[src/hw/rtl/sfss_pkg.sv]
`timescale 1ns / 1ps
// Shared types and constants for the spectrum fault similarity score block.
// Used by the top level, the serial divider and the port checker; depends on nothing.
package sfss_pkg;

   localparam int COUNT_BITS_DEF = 24;
   localparam int TAG_BITS_DEF   = 16;

   // Quotients of the ratio divisions are Q1.31 and fit in 32 bits.
   localparam int QUOT_BITS     = 32;
   localparam int FRAC_LONG     = 31;
   localparam int FRAC_SHORT    = 16;
   localparam int FRAC_CNT_BITS = 5;
   localparam int SCORE_BITS    = 17;
   localparam int MODE_BITS     = 2;
   localparam int PROD_BITS     = 2 * QUOT_BITS;
   localparam int ROOT_REM_BITS = QUOT_BITS + 4;
   localparam int STEP_BITS     = $clog2(QUOT_BITS);

   localparam logic [SCORE_BITS-1:0] SCORE_ONE = SCORE_BITS'(65536);

   // Count table rows, indexed by {active, failed}.
   localparam logic [1:0] IDX_INACT_PASS = 2'd0;
   localparam logic [1:0] IDX_INACT_FAIL = 2'd1;
   localparam logic [1:0] IDX_ACT_PASS   = 2'd2;
   localparam logic [1:0] IDX_ACT_FAIL   = 2'd3;

   localparam logic [MODE_BITS-1:0] MODE_OCHIAI    = 2'd0;
   localparam logic [MODE_BITS-1:0] MODE_TARANTULA = 2'd1;
   localparam logic [MODE_BITS-1:0] MODE_JACCARD   = 2'd2;

   typedef enum logic [2:0] {
      ST_IDLE,
      ST_CHECK,
      ST_LAUNCH,
      ST_DIV,
      ST_MUL,
      ST_ROOT
   } state_type;

   typedef enum logic [2:0] {
      PH_R1,
      PH_R2,
      PH_T2,
      PH_TQ,
      PH_J
   } phase_type;

   typedef struct packed {
      logic start;
      logic long_frac;
   } div_cmd_type;

endpackage

[src/hw/rtl/sfss_serial_div.sv]
`timescale 1ns / 1ps
// Restoring divider that produces one quotient bit per cycle for num <= den.
// Depends on sfss_pkg for the command struct and the quotient sizes.
module sfss_serial_div
   import sfss_pkg::*;
#(
   parameter int DEN_W = 34
) (
   input  logic                 clock,
   input  logic                 reset,
   input  div_cmd_type          cmd,
   input  logic [DEN_W-1:0]     num,
   input  logic [DEN_W-1:0]     den,
   output logic                 done,
   output logic [QUOT_BITS-1:0] quot
);

   logic [DEN_W-1:0]         rem_ff, rem_in;
   logic [DEN_W-1:0]         den_ff, den_in;
   logic [QUOT_BITS-1:0]     quot_ff, quot_in;
   logic [FRAC_CNT_BITS-1:0] cnt_ff, cnt_in;
   logic                     busy_ff, busy_in;
   logic                     done_ff, done_in;
   logic [DEN_W:0]           rem_dbl;
   logic                     fits;
   logic                     int_bit;

   always_comb begin
      rem_in  = rem_ff;
      den_in  = den_ff;
      quot_in = quot_ff;
      cnt_in  = cnt_ff;
      busy_in = busy_ff;
      done_in = 1'b0;
      rem_dbl = {rem_ff, 1'b0};
      fits    = rem_dbl >= {1'b0, den_ff};
      int_bit = num >= den;
      if (cmd.start) begin
         // The integer bit is 1 only when num equals den.
         den_in  = den;
         rem_in  = int_bit ? num - den : num;
         quot_in = {{(QUOT_BITS-1){1'b0}}, int_bit};
         cnt_in  = cmd.long_frac ? FRAC_CNT_BITS'(FRAC_LONG) : FRAC_CNT_BITS'(FRAC_SHORT);
         busy_in = 1'b1;
      end else if (busy_ff) begin
         rem_in  = fits ? DEN_W'(rem_dbl - {1'b0, den_ff}) : DEN_W'(rem_dbl);
         quot_in = {quot_ff[QUOT_BITS-2:0], fits};
         cnt_in  = cnt_ff - 1'b1;
         if (cnt_ff == FRAC_CNT_BITS'(1)) begin
            busy_in = 1'b0;
            done_in = 1'b1;
         end
      end
   end

   always_ff @(posedge clock) begin
      if (reset) begin
         busy_ff <= 1'b0;
         done_ff <= 1'b0;
         cnt_ff  <= '0;
      end else begin
         busy_ff <= busy_in;
         done_ff <= done_in;
         cnt_ff  <= cnt_in;
      end
      rem_ff  <= rem_in;
      den_ff  <= den_in;
      quot_ff <= quot_in;
   end

   assign done = done_ff;
   assign quot = quot_ff;

endmodule

[src/hw/rtl/spectrum_fault_similarity_score.sv]
`timescale 1ns / 1ps
// Top level of the spectrum fault similarity score block: counting, sequencer,
// serial multiply and square root. Depends on sfss_pkg and sfss_serial_div.
//
// A request that is not marked last is counted and busy stays
// low, so such requests may be issued on every clock. A request marked last is
// counted and then raises busy while the score is worked out bit-serially; one
// result strobe (rsp_valid) follows, and the receiver must take it in that cycle.
// The length of that last request is set by the shared restoring divider, which
// yields one quotient bit per cycle, and by the shift-add multiplier and the
// two-bit-per-step square root: Ochiai divides twice, multiplies and takes the
// root, Tarantula divides twice when the active passing count is zero and three
// times otherwise, Jaccard divides once, and a run without active failing
// requests (or the unused mode) does none of these. The mode register is written
// through the csr_ channel, which is ready whenever the block is not busy.
module spectrum_fault_similarity_score
   import sfss_pkg::*;
#(
   parameter int COUNT_BITS = COUNT_BITS_DEF,
   parameter int TAG_BITS   = TAG_BITS_DEF
) (
   input  logic                  clock,
   input  logic                  reset,
   input  logic                  start,
   output logic                  busy,
   input  logic                  req_active,
   input  logic                  req_failed,
   input  logic                  req_last_item,
   input  logic [TAG_BITS-1:0]   req_component_tag,
   output logic                  rsp_valid,
   output logic [SCORE_BITS-1:0] rsp_score,
   output logic [TAG_BITS-1:0]   rsp_result_tag,
   output logic                  rsp_saturated,
   input  logic                  csr_valid,
   output logic                  csr_ready,
   input  logic [MODE_BITS-1:0]  csr_data
);

   // Divider operands must hold a sum of three counts or the sum of two Q1.31 ratios.
   localparam int DEN_W = (COUNT_BITS + 2 > QUOT_BITS + 1) ? COUNT_BITS + 2 : QUOT_BITS + 1;
   localparam logic [COUNT_BITS-1:0] COUNT_MAX = {COUNT_BITS{1'b1}};
   localparam logic [STEP_BITS-1:0]  STEP_LAST = STEP_BITS'(QUOT_BITS - 1);

   state_type                state_ff, state_in;
   phase_type                phase_ff, phase_in;
   logic [COUNT_BITS-1:0]    cnt_ff [4];
   logic [COUNT_BITS-1:0]    cnt_in [4];
   logic                     sat_ff, sat_in;
   logic [MODE_BITS-1:0]     mode_ff;
   logic [TAG_BITS-1:0]      tag_ff;
   logic [QUOT_BITS-1:0]     r1_ff, r1_in;
   logic [QUOT_BITS-1:0]     r2_ff, r2_in;
   logic [PROD_BITS-1:0]     prod_ff, prod_in;
   logic [ROOT_REM_BITS-1:0] rem_ff, rem_in;
   logic [QUOT_BITS-1:0]     root_ff, root_in;
   logic [STEP_BITS-1:0]     step_ff, step_in;
   logic                     rsp_valid_ff;
   logic [SCORE_BITS-1:0]    rsp_score_ff;
   logic                     rsp_sat_ff;

   logic                     accept;
   logic                     finish;
   logic [SCORE_BITS-1:0]    score_next;
   logic [1:0]               sel;
   logic [COUNT_BITS-1:0]    bumped;

   div_cmd_type              div_cmd;
   logic [DEN_W-1:0]         div_num;
   logic [DEN_W-1:0]         div_den;
   logic                     div_done;
   logic [QUOT_BITS-1:0]     div_quot;

   logic [DEN_W-1:0]         ext_a, ext_b, ext_c, ext_d;
   logic [QUOT_BITS:0]       mul_sum;
   logic [ROOT_REM_BITS-1:0] root_rem_sh;
   logic [ROOT_REM_BITS-1:0] root_trial;
   logic                     root_fits;
   logic [QUOT_BITS-1:0]     root_next;
   logic                     mode_known;
   logic [QUOT_BITS-1:0]     quot_raised;

   assign accept     = start && (state_ff == ST_IDLE);
   assign busy       = (state_ff != ST_IDLE);
   assign csr_ready  = (state_ff == ST_IDLE);
   assign sel        = {req_active, req_failed};

   assign ext_a = DEN_W'(cnt_ff[IDX_ACT_FAIL]);
   assign ext_b = DEN_W'(cnt_ff[IDX_INACT_FAIL]);
   assign ext_c = DEN_W'(cnt_ff[IDX_ACT_PASS]);
   assign ext_d = DEN_W'(cnt_ff[IDX_INACT_PASS]);

   assign mode_known  = (mode_ff == MODE_OCHIAI) || (mode_ff == MODE_TARANTULA) ||
                        (mode_ff == MODE_JACCARD);
   // Tarantula lifts a ratio that floors to zero up to the smallest nonzero value.
   assign quot_raised = (div_quot == '0) ? QUOT_BITS'(1) : div_quot;

   // Count table: saturating increment of the row picked by the request.
   assign bumped = (cnt_ff[sel] == COUNT_MAX) ? cnt_ff[sel] : cnt_ff[sel] + 1'b1;

   always_comb begin
      sat_in = sat_ff;
      for (int i = 0; i < 4; i++) begin
         cnt_in[i] = cnt_ff[i];
      end
      if (finish) begin
         for (int i = 0; i < 4; i++) begin
            cnt_in[i] = '0;
         end
         sat_in = 1'b0;
      end else if (accept) begin
         cnt_in[sel] = bumped;
         if (bumped == COUNT_MAX) begin
            sat_in = 1'b1;
         end
      end
   end

   // Divider operands follow the phase; they are sampled only on the launch cycle.
   always_comb begin
      div_cmd.start     = (state_ff == ST_LAUNCH);
      div_num           = ext_a;
      div_den           = ext_a + ext_b;
      div_cmd.long_frac = 1'b1;
      case (phase_ff)
         PH_R1: begin
            div_num = ext_a;
            div_den = ext_a + ext_b;
         end
         PH_R2: begin
            div_num = ext_a;
            div_den = ext_a + ext_c;
         end
         PH_T2: begin
            div_num = ext_c;
            div_den = ext_c + ext_d;
         end
         PH_TQ: begin
            div_num           = DEN_W'(r1_ff);
            div_den           = DEN_W'(r1_ff) + DEN_W'(r2_ff);
            div_cmd.long_frac = 1'b0;
         end
         PH_J: begin
            div_num           = ext_a;
            div_den           = ext_a + ext_b + ext_c;
            div_cmd.long_frac = 1'b0;
         end
         default: begin
            div_num = ext_a;
         end
      endcase
   end

   // Shift-add multiply step: r1 times r2, one multiplier bit per cycle.
   assign mul_sum = {1'b0, prod_ff[PROD_BITS-1:QUOT_BITS]} +
                    (prod_ff[0] ? {1'b0, r1_ff} : {(QUOT_BITS+1){1'b0}});

   // Square root step: two product bits enter the remainder per cycle.
   assign root_rem_sh = {rem_ff[ROOT_REM_BITS-3:0], prod_ff[PROD_BITS-1:PROD_BITS-2]};
   assign root_trial  = {2'b00, root_ff, 2'b01};
   assign root_fits   = root_rem_sh >= root_trial;
   assign root_next   = {root_ff[QUOT_BITS-2:0], root_fits};

   always_comb begin
      state_in      = state_ff;
      phase_in      = phase_ff;
      r1_in         = r1_ff;
      r2_in         = r2_ff;
      prod_in       = prod_ff;
      rem_in        = rem_ff;
      root_in       = root_ff;
      step_in       = step_ff;
      finish        = 1'b0;
      score_next    = '0;
      case (state_ff)
         ST_IDLE: begin
            if (accept && req_last_item) begin
               state_in = ST_CHECK;
            end
         end
         ST_CHECK: begin
            // No active failing run, or an unused mode, scores zero at once.
            if (cnt_ff[IDX_ACT_FAIL] == '0 || !mode_known) begin
               finish = 1'b1;
            end else begin
               phase_in = (mode_ff == MODE_JACCARD) ? PH_J : PH_R1;
               state_in = ST_LAUNCH;
            end
         end
         ST_LAUNCH: begin
            state_in      = ST_DIV;
         end
         ST_DIV: begin
            if (div_done) begin
               case (phase_ff)
                  PH_R1: begin
                     if (mode_ff == MODE_TARANTULA) begin
                        r1_in = quot_raised;
                        if (cnt_ff[IDX_ACT_PASS] != '0) begin
                           phase_in = PH_T2;
                        end else begin
                           r2_in    = '0;
                           phase_in = PH_TQ;
                        end
                     end else begin
                        r1_in    = div_quot;
                        phase_in = PH_R2;
                     end
                     state_in = ST_LAUNCH;
                  end
                  PH_R2: begin
                     r2_in    = div_quot;
                     prod_in  = {{QUOT_BITS{1'b0}}, div_quot};
                     step_in  = '0;
                     state_in = ST_MUL;
                  end
                  PH_T2: begin
                     r2_in    = quot_raised;
                     phase_in = PH_TQ;
                     state_in = ST_LAUNCH;
                  end
                  PH_TQ, PH_J: begin
                     finish     = 1'b1;
                     score_next = (div_quot > QUOT_BITS'(SCORE_ONE)) ?
                                  SCORE_ONE : div_quot[SCORE_BITS-1:0];
                  end
                  default: begin
                     state_in = ST_IDLE;
                  end
               endcase
            end
         end
         ST_MUL: begin
            prod_in = {mul_sum, prod_ff[QUOT_BITS-1:1]};
            step_in = step_ff + 1'b1;
            if (step_ff == STEP_LAST) begin
               step_in  = '0;
               rem_in   = '0;
               root_in  = '0;
               state_in = ST_ROOT;
            end
         end
         ST_ROOT: begin
            rem_in  = root_fits ? root_rem_sh - root_trial : root_rem_sh;
            root_in = root_next;
            prod_in = {prod_ff[PROD_BITS-3:0], 2'b00};
            step_in = step_ff + 1'b1;
            if (step_ff == STEP_LAST) begin
               // The root is Q1.31; dropping fifteen bits gives Q1.16.
               finish     = 1'b1;
               score_next = root_next[QUOT_BITS-1 -: SCORE_BITS];
            end
         end
         default: begin
            state_in = ST_IDLE;
         end
      endcase
      if (finish) begin
         state_in = ST_IDLE;
      end
   end

   always_ff @(posedge clock) begin
      if (reset) begin
         state_ff     <= ST_IDLE;
         phase_ff     <= PH_R1;
         sat_ff       <= 1'b0;
         mode_ff      <= MODE_OCHIAI;
         rsp_valid_ff <= 1'b0;
         step_ff      <= '0;
         for (int i = 0; i < 4; i++) begin
            cnt_ff[i] <= '0;
         end
      end else begin
         state_ff     <= state_in;
         phase_ff     <= phase_in;
         sat_ff       <= sat_in;
         rsp_valid_ff <= finish;
         step_ff      <= step_in;
         for (int i = 0; i < 4; i++) begin
            cnt_ff[i] <= cnt_in[i];
         end
         if (csr_valid && csr_ready) begin
            mode_ff <= csr_data;
         end
      end
      r1_ff   <= r1_in;
      r2_ff   <= r2_in;
      prod_ff <= prod_in;
      rem_ff  <= rem_in;
      root_ff <= root_in;
      if (accept && req_last_item) begin
         tag_ff <= req_component_tag;
      end
      if (finish) begin
         rsp_score_ff <= score_next;
         rsp_sat_ff   <= sat_ff;
      end
   end

   sfss_serial_div #(
      .DEN_W (DEN_W)
   ) u_div (
      .clock (clock),
      .reset (reset),
      .cmd   (div_cmd),
      .num   (div_num),
      .den   (div_den),
      .done  (div_done),
      .quot  (div_quot)
   );

   assign rsp_valid      = rsp_valid_ff;
   assign rsp_score      = rsp_score_ff;
   assign rsp_result_tag = tag_ff;
   assign rsp_saturated  = rsp_sat_ff;

endmodule

[config.mk]
export PLATFORM = sky130hd
export DESIGN_NAME = spectrum_fault_similarity_score
export DESIGN_NICKNAME = d
export VERILOG_FILES = /design/src/hw/rtl/sfss_pkg.sv /design/src/hw/rtl/sfss_serial_div.sv /design/src/hw/rtl/spectrum_fault_similarity_score.sv
export SDC_FILE = /design/constraint.sdc
export NUM_CORES = 1
export LEC_CHECK = 0
export BUFFER_PORTS_ARGS = -buffer_cell sky130_fd_sc_hd__buf_4
export CORE_MARGIN = 3
export CORE_UTILIZATION = 30
export DETAILED_ROUTE_END_ITERATION = 10
export GPL_ROUTABILITY_DRIVEN = 0
export MAX_ROUTING_LAYER = met4
export PLACE_DENSITY = 0.46
export SLEW_MARGIN = 10
export SYNTH_ARGS = -nofsm -noshare
export SYNTH_HDL_FRONTEND = slang
export SYNTH_HIERARCHICAL = 1
export SYNTH_SLANG_ARGS = --single-unit
[constraint.sdc]
create_clock -name clock -period 8.48 [get_ports clock]
set_clock_uncertainty 0.15 [all_clocks]
set_input_delay 0.424 -clock clock [delete_from_list [all_inputs] [get_ports clock]]
set_output_delay 0.424 -clock clock [all_outputs]
set_load 0.05 [all_outputs]
==> results.md, run 1 <==
- Run status: finished, final reports clean
- Average size of a mapped cell: a little under 9 um2
- Layout cells sized above 1: 7.67%
- Routed wire length: between 100000 and 150000 um
- IO Pins: 62
- Clock power frac: between 20% and 30%
- RR Startpoint: cnt_ff[3][4]
- #FFs+latches synth: between 400 and 500
- P_sw: approximately 3.6 mW
- H-Tree Depth: 2
- DR pass1 iterations: 5
- Reg clk slew, reported paths: roughly 0.060 ns
- Die span in x: between 300 and 400 um
- Number of I/O port buffers: 61
- Sequential area share after synthesis: a little over a third
- CP max stage delay: about 0.66 ns
- Wire length per cell: roughly 21 um
- Initial Utilization: 30.5%
- Worst Path Max Fanout: 43
- Hold path startpoint: cnt_ff[1][0]
- Tightest Pin Transition: around 1.1 ns
- YS warnings: 6
- Max-slew violation count: 0
- Sink Count: 444
- CP Buf/Inv Count: 4
- Vias in the first global route: between 20000 and 30000
- Chip Height: 335 um
- Syn Inst Count: around 3600
- Sw Ratio: approximately two fifths
- WL met3: roughly 4800 um
- Inst Count DP: between 4000 and 5000
- Nets: 3907
- Worst path slowest cell: or4b_2
- Critical path capture point type: flop
- Worst path top cell family by delay: compound AO/OA/AOI/OAI gates
- Met2 Routed Length: roughly 50000 um
- Critical Path AT: slightly above 8 ns
- Total grt overflow: 0
- Residual DRC count: 0
- First-pass GRT wire length: 165000 um
- Critical path class: flop to flop
- Required time worst endpoint: roughly 8.7 ns
- Worst min-delay path category: flop to flop
- Launch point of the worst path: cnt_ff[3][4]
- Design Area, Final: 0.0364 mm2
- Cell Pwr Density: 251 mW/mm2
- Leak: around 14 nW
- Most frequent cells in the layout: 366 x nand2_1, 336 x nor2_1, 321 x a21oi_1
- Post-place setup slack: 0.433 ns
- Area Growth Syn to Fin: 12.4%
- CP Launch Type: flop
- Register share of total power: 31.3%
- Clock latency on the worst-skew pair: around 0.65 ns
- Routed met1 length: ~50000 um
- Vias/cell: between 5 and 6
- Commonest non-fill, non-tap cell in the layout: nand2_1
- Most common cell on crit path: ha_1
- Post-synth EDFFs: 295
- DR vias: between 20000 and 30000
- Fmax: 126 MHz
- TritonCTS Buffers: 54
- Ys async rst share: 0%
- Core Box Area: 0.106 mm2
- Internal power: between 5 and 6 mW
- DPL Wire Length: 80300 um
- Final ANT Viol Nets: 0
- Largest net degree at the start of global routing: 137
- Ant diodes: 0
- Max Cap Violations: 0
- Part of the power in combinational logic: between 40% and 50%
- Final period util: between 90% and 100%
- Unique masters post-synth: between 80 and 90
- Worst Setup Slack, final: about 0.53 ns
- Gr usage total: 19.4%
- Final min period: slightly below 8 ns
- RSZ-0062 raised after global routing: no
- Maximum vdd drop: 143 uV
- Slew headroom: between 20 and 30%
- Most used DFF post-synth: edfxtp_1
- Max Buffers Root-to-Sink: 3
- Setup Viol. Count Final: 0
- Post-synthesis cell area: 0.0324 mm2
- CTS root buffer: clkbuf_16
- Fin Setup TNS: 0 ns
- Initial DRC Count: about 2000
- CTS tree: done
- Die area: approximately 0.11 mm2
- Final std cells w/o fill: between 5000 and 6000
- Top Layer Used: met4
- Placed inst area: between 0.03 and 0.04 mm2
- Initial antenna violation count: 1
- Rows: ~120
- Fin. Hold Viols: 0
-- timing repair --
item / in CTS / in global routing
endpoints found under the setup margin: 0 / 31
hold buffers: 23 / 0
buffers inserted: 0 / 4
resized for setup: 0 / 4
endpoints found under the hold margin: 28 / 0
-- worst min-delay path, delay by kind of cell (launching register included) --
kind	cells	cell delay [ns]
flops	1	0.32
compound gates	1	0.06
simple gates	1	0.06
-- power groups by stage --
stage / sequential (mW) / combinational (mW) / clock (mW)
final: 2.87 / 3.83 / 2.45
after global routing: 2.90 / 4.23 / 2.60
after CTS: 2.87 / 3.79 / 2.52
after detailed placement: 2.92 / 3.75 / 0
after global placement: 2.92 / 3.79 / 0
after floorplan: 2.90 / 2.73 / 0
-- synth_stat cells (all sizes together) (8+ instances only) --
cell type	number	area share, %
o211ai	15	0.35
nor2	342	4.0
edfxtp	295	27
or2	8	0.15
a21boi	11	0.25
nand2	367	4.2
mux2	26	0.90
mux2i	120	3.7
o2111ai	12	0.32
clkbuf	150	1.7
nand4	40	0.77
o31ai	12	0.28
nor3b	10	0.23
a2111oi	11	0.32
o22ai	12	0.23
nor4	29	0.56
o21a	39	0.90
mux4	24	1.7
nand3	67	1.1
a22oi	10	0.23
or3	20	0.39
and2	77	1.5
o41ai	13	0.37
ha	242	9.3
o21bai	22	0.51
a31oi	28	0.54
nor3	45	0.69
a21o	96	2.2
dfxtp	149	9.2
o221ai	8	0.24
a211o	14	0.38
and3	37	0.71
a221oi	10	0.27
a211oi	116	2.7
o211a	8	0.25
a21oi	324	5.0
xnor2	127	3.4
xor2	80	2.2
buf	38	0.65
a22o	13	0.35
nand2b	32	0.62
o21ai	240	3.7
inv	170	2.0
nor2b	37	0.71
-- kinds of logic (layout without fill, tap and decap cells) --
family / Yosys count / count (layout) / share of synthesized area, %
other: 1 / 2 / 0.0116
buffers and inverters: 358 / 399 / 4.35
adders and majority gates: 249 / 249 / 9.77
DFF: 444 / 444 / 36.5
AOI/OAI and AO/OA: 1066 / 1066 / 21.0
xor gates and xnor gates: 207 / 207 / 5.59
muxes: 170 / 170 / 6.36
and+or+nand+nor: 1141 / 1141 / 16.4
-- stage by stage --
step           power [mW]  hold slack, ns  util [%]
5_1_grt              9.73           0.312      34.3
3_5_place_dp         6.67           0.326      32.2
3_3_place_gp         6.71           0.323      32.2
2_1_floorplan        5.63           0.258         -
6_report             9.16           0.334      34.3
4_1_cts              9.19           0.284      34.2
-- area by class of cell --
cell class	count	area (um2)
fillers	11000	69900
clock buffers	77	1540
flip-flops and latches	444	11800
inverters	170	638
clock inverters	24	338
multi-input cells	2835	19300
well taps	1391	1740
repair buffers	128	1040
-- flip-flops by register name (all words and copies together), names as in the netlist, 33 cells and up --
| register | count |
|---|---|
| u_div/rem_ff | 33 |
| cnt_ff | 96 |
| rem_ff | 34 |
| prod_ff | 64 |
| u_div/den_ff | 33 |
-- layer usage --
| layer | vias to the layer above | GRT usage (%) |
|---|---|---|
| met5 | - | - |
| met2 | 645 | 31.4 |
| li1 | 13400 | - |
| met1 | 13100 | 25.8 |
| met3 | 144 | 2.07 |
| met4 | 0 | 5.20 |
-- path summary, 6_finish.rpt --
path / endpoint / slack, ns / cells after the start
worst min-delay path: cnt_ff[1][0] / 0.33 / 2
worst min register to register: cnt_ff[1][0] / 0.33 / 2
worst max-delay path: u_div/rem_ff[11] / 0.53 / 32
worst max register to register: u_div/rem_ff[11] / 0.53 / 32
No activity file was read; power rests on OpenSTA's default activity.
==> inputs of run 2 (changes only) <==
--- a/config.mk
+++ b/config.mk
@@ -11,7 +11,7 @@
 export DETAILED_ROUTE_END_ITERATION = 10
 export GPL_ROUTABILITY_DRIVEN = 0
 export MAX_ROUTING_LAYER = met4
-export PLACE_DENSITY = 0.46
+export PLACE_DENSITY = 0.45
 export SLEW_MARGIN = 10
 export SYNTH_ARGS = -nofsm -noshare
 export SYNTH_HDL_FRONTEND = slang
==> run 2 against run 1 <==
Compared with the run above: sequential share of layout area is essentially flat; global-route usage up 0.11 points; fmax grew 1.6%; critical path depth increased by 1; setup slack better by 0.13 ns; clock power about the same; combinational power hardly changed; cell count barely moved; power fell by 0.17%; cell area is essentially flat; die area did not move; via count down 0.42%; critical endpoint is now u_div/rem_ff[32]; largest power group unchanged.
==> results.md, run 2 (synthesis results as in run 1) <==
- Required time worst endpoint: roughly 8.7 ns
- Top reg by flops: cnt_ff
- Setup Buffers After CTS: 0
- DR pass1 iterations: 7
- Gr usage total: between 10% and 20%
- Max-slew violation count: 0
- Worst Path Max Fanout: 6
- Total design power: roughly 9 mW
- RSZ-0062 raised after global routing: no
- Sink Count: 444
- Total grt overflow: 0
- Biggest regs: cnt_ff x96, prod_ff x64, rem_ff x34
- Final std cells w/o fill: slightly above 5000
- Sequential Area: about 0.012 mm2
- Fin. Hold Viols: 0
- Commonest non-fill, non-tap cell in the layout: nand2_1
- Rows: roughly 120
- Die area: roughly 0.11 mm2
- Max Cap Violations: 0
- DPL Wire Length: slightly above 80000 um
- Vias/cell: between 5 and 6
- Fin Setup TNS: 0 ns
- H-Tree Depth: 2
- Core Box Area: between 0.1 and 0.15 mm2
- Worst path slowest cell: a221oi_1
- Initial DRC Count: about 1900
- Max Buffers Root-to-Sink: 3
- Reg clk slew, reported paths: roughly 0.06 ns
- Clock latency on the worst-skew pair: between 0.6 and 0.7 ns
- Max reg flops: 96
- Area Growth Syn to Fin: 12.4%
- Routed wire length: ~110000 um
- Initial Utilization: approximately 30%
- Worst min-delay path category: primary input to flop
- Tightest Pin Transition: 1.16 ns
- First-pass GRT wire length: around 170000 um
- Inst Count DP: 4946
- Critical path class: flop to flop
- IO Pins: just over 60
- TritonCTS Buffers: 54
- Critical path capture point type: flop
- Slew headroom: roughly 22%
- CTS root buffer: clkbuf_16
- Fmax: around 130 MHz
- DR vias: roughly 27000
- Final min period: 7.82 ns
- Die span in x: approximately 330 um
- Wire length per cell: roughly 21 um
- Final period util: 92.3%
- Nets: around 3900
- Fill cells: between 10000 and 15000
- Run status: finished, final reports clean
- Cell Pwr Density: between 200 and 300 mW/mm2
- Number of I/O port buffers: 61
- Most common cell on crit path: a21oi_1
- Area of the multi-input gates: between 0.015 and 0.02 mm2
- Vias in the first global route: about 27000
- Chip Height: 335 um
- Initial antenna violation count: 2
- Setup Viol. Count Final: 0
- Layout cells sized above 1: under 10%
- Largest net degree at the start of global routing: approximately 140
- Critical Path AT: approximately 8.1 ns
- CP Launch Type: flop
- Most frequent cells in the layout: 366 x nand2_1, 337 x nor2_1, 321 x a21oi_1
- Final ANT Viol Nets: 0
- CP max stage delay: about 0.56 ns
- CTS tree: done
- Leak: approximately 14 nW
- Maximum vdd drop: ~150 uV
- Residual DRC count: 0
## run 2: cell types whose count changed in the layout (fill, tap and decap cells not counted), moves of 2 or more
cell / change
clkbuf_8: +5
clkinvlp_4: +2
clkinv_2: -2
clkinv_1: -4
## run 2: cell type report
type,count,share of cell area [%]
antenna,1,0.00686
inverter,170,1.75
tap,1391,4.77
clock inverter,21,0.865
timing repair buffer,129,2.88
sequential,444,32.5
clock buffer,81,4.34
multi-input combinational,2835,52.9
## run 2: power by group
part           total [mW]  switching [mW]  internal [mW]  leakage, nW
clock network        2.46            1.01           1.46        0.925
registers            2.86           0.206           2.66         3.67
logic                3.81            2.37           1.44         9.52
total                9.14            3.58           5.56         14.1
## run 2: critical path: cells and delay by family (launching register included)
kind	cells	cell delay, ns
buf+inv	3	0.31
mux	1	0.19
fa+ha+maj	4	1.22
compound gates	19	4.11
flops	1	0.41
xor+xnor	2	0.36
simple gates	4	0.75
## run 2: metrics by stage
| stage | cell area (um2) | hold WS, ns | setup slack [ns] | util [%] |
|---|---|---|---|---|
| global route | 36500 | 0.0863 | 0.0155 | 34.3 |
| detailed placement | 34300 | 0.326 | 0.555 | 32.3 |
| global placement | 34300 | 0.322 | 0.630 | 32.3 |
| CTS | 36400 | 0.0403 | 0.510 | 34.3 |
| floorplan | 32400 | 0.258 | 1.57 | - |
| finish | 36500 | 0.101 | 0.656 | 34.3 |
## run 2: final timing paths
check	from	to	slack, ns	cells after the start
hold / removal	start	cnt_ff[2][0]	0.10	5
hold reg to reg	step_ff[3]	step_ff[3]	0.33	1
setup reg to reg	cnt_ff[3][0]	u_div/rem_ff[32]	0.66	33
setup / recovery	cnt_ff[3][0]	u_div/rem_ff[32]	0.66	33
## run 2: repair_timing
item	in CTS	in global routing
setup endpoints to repair	0	33
gates resized for setup	0	4
hold buffers	23	0
hold endpoints to repair	28	0
## run 2: metal layers
metal | up-vias | GRT usage [%] | part of all wire, %
met2 | 646 | 31.3 | 46
met1 | 13000 | 25.6 | 46
li1 | 13300 | - | -
met4 | 0 | 5.61 | 3.0
met5 | - | - | 0
met3 | 162 | 2.71 | 4.5
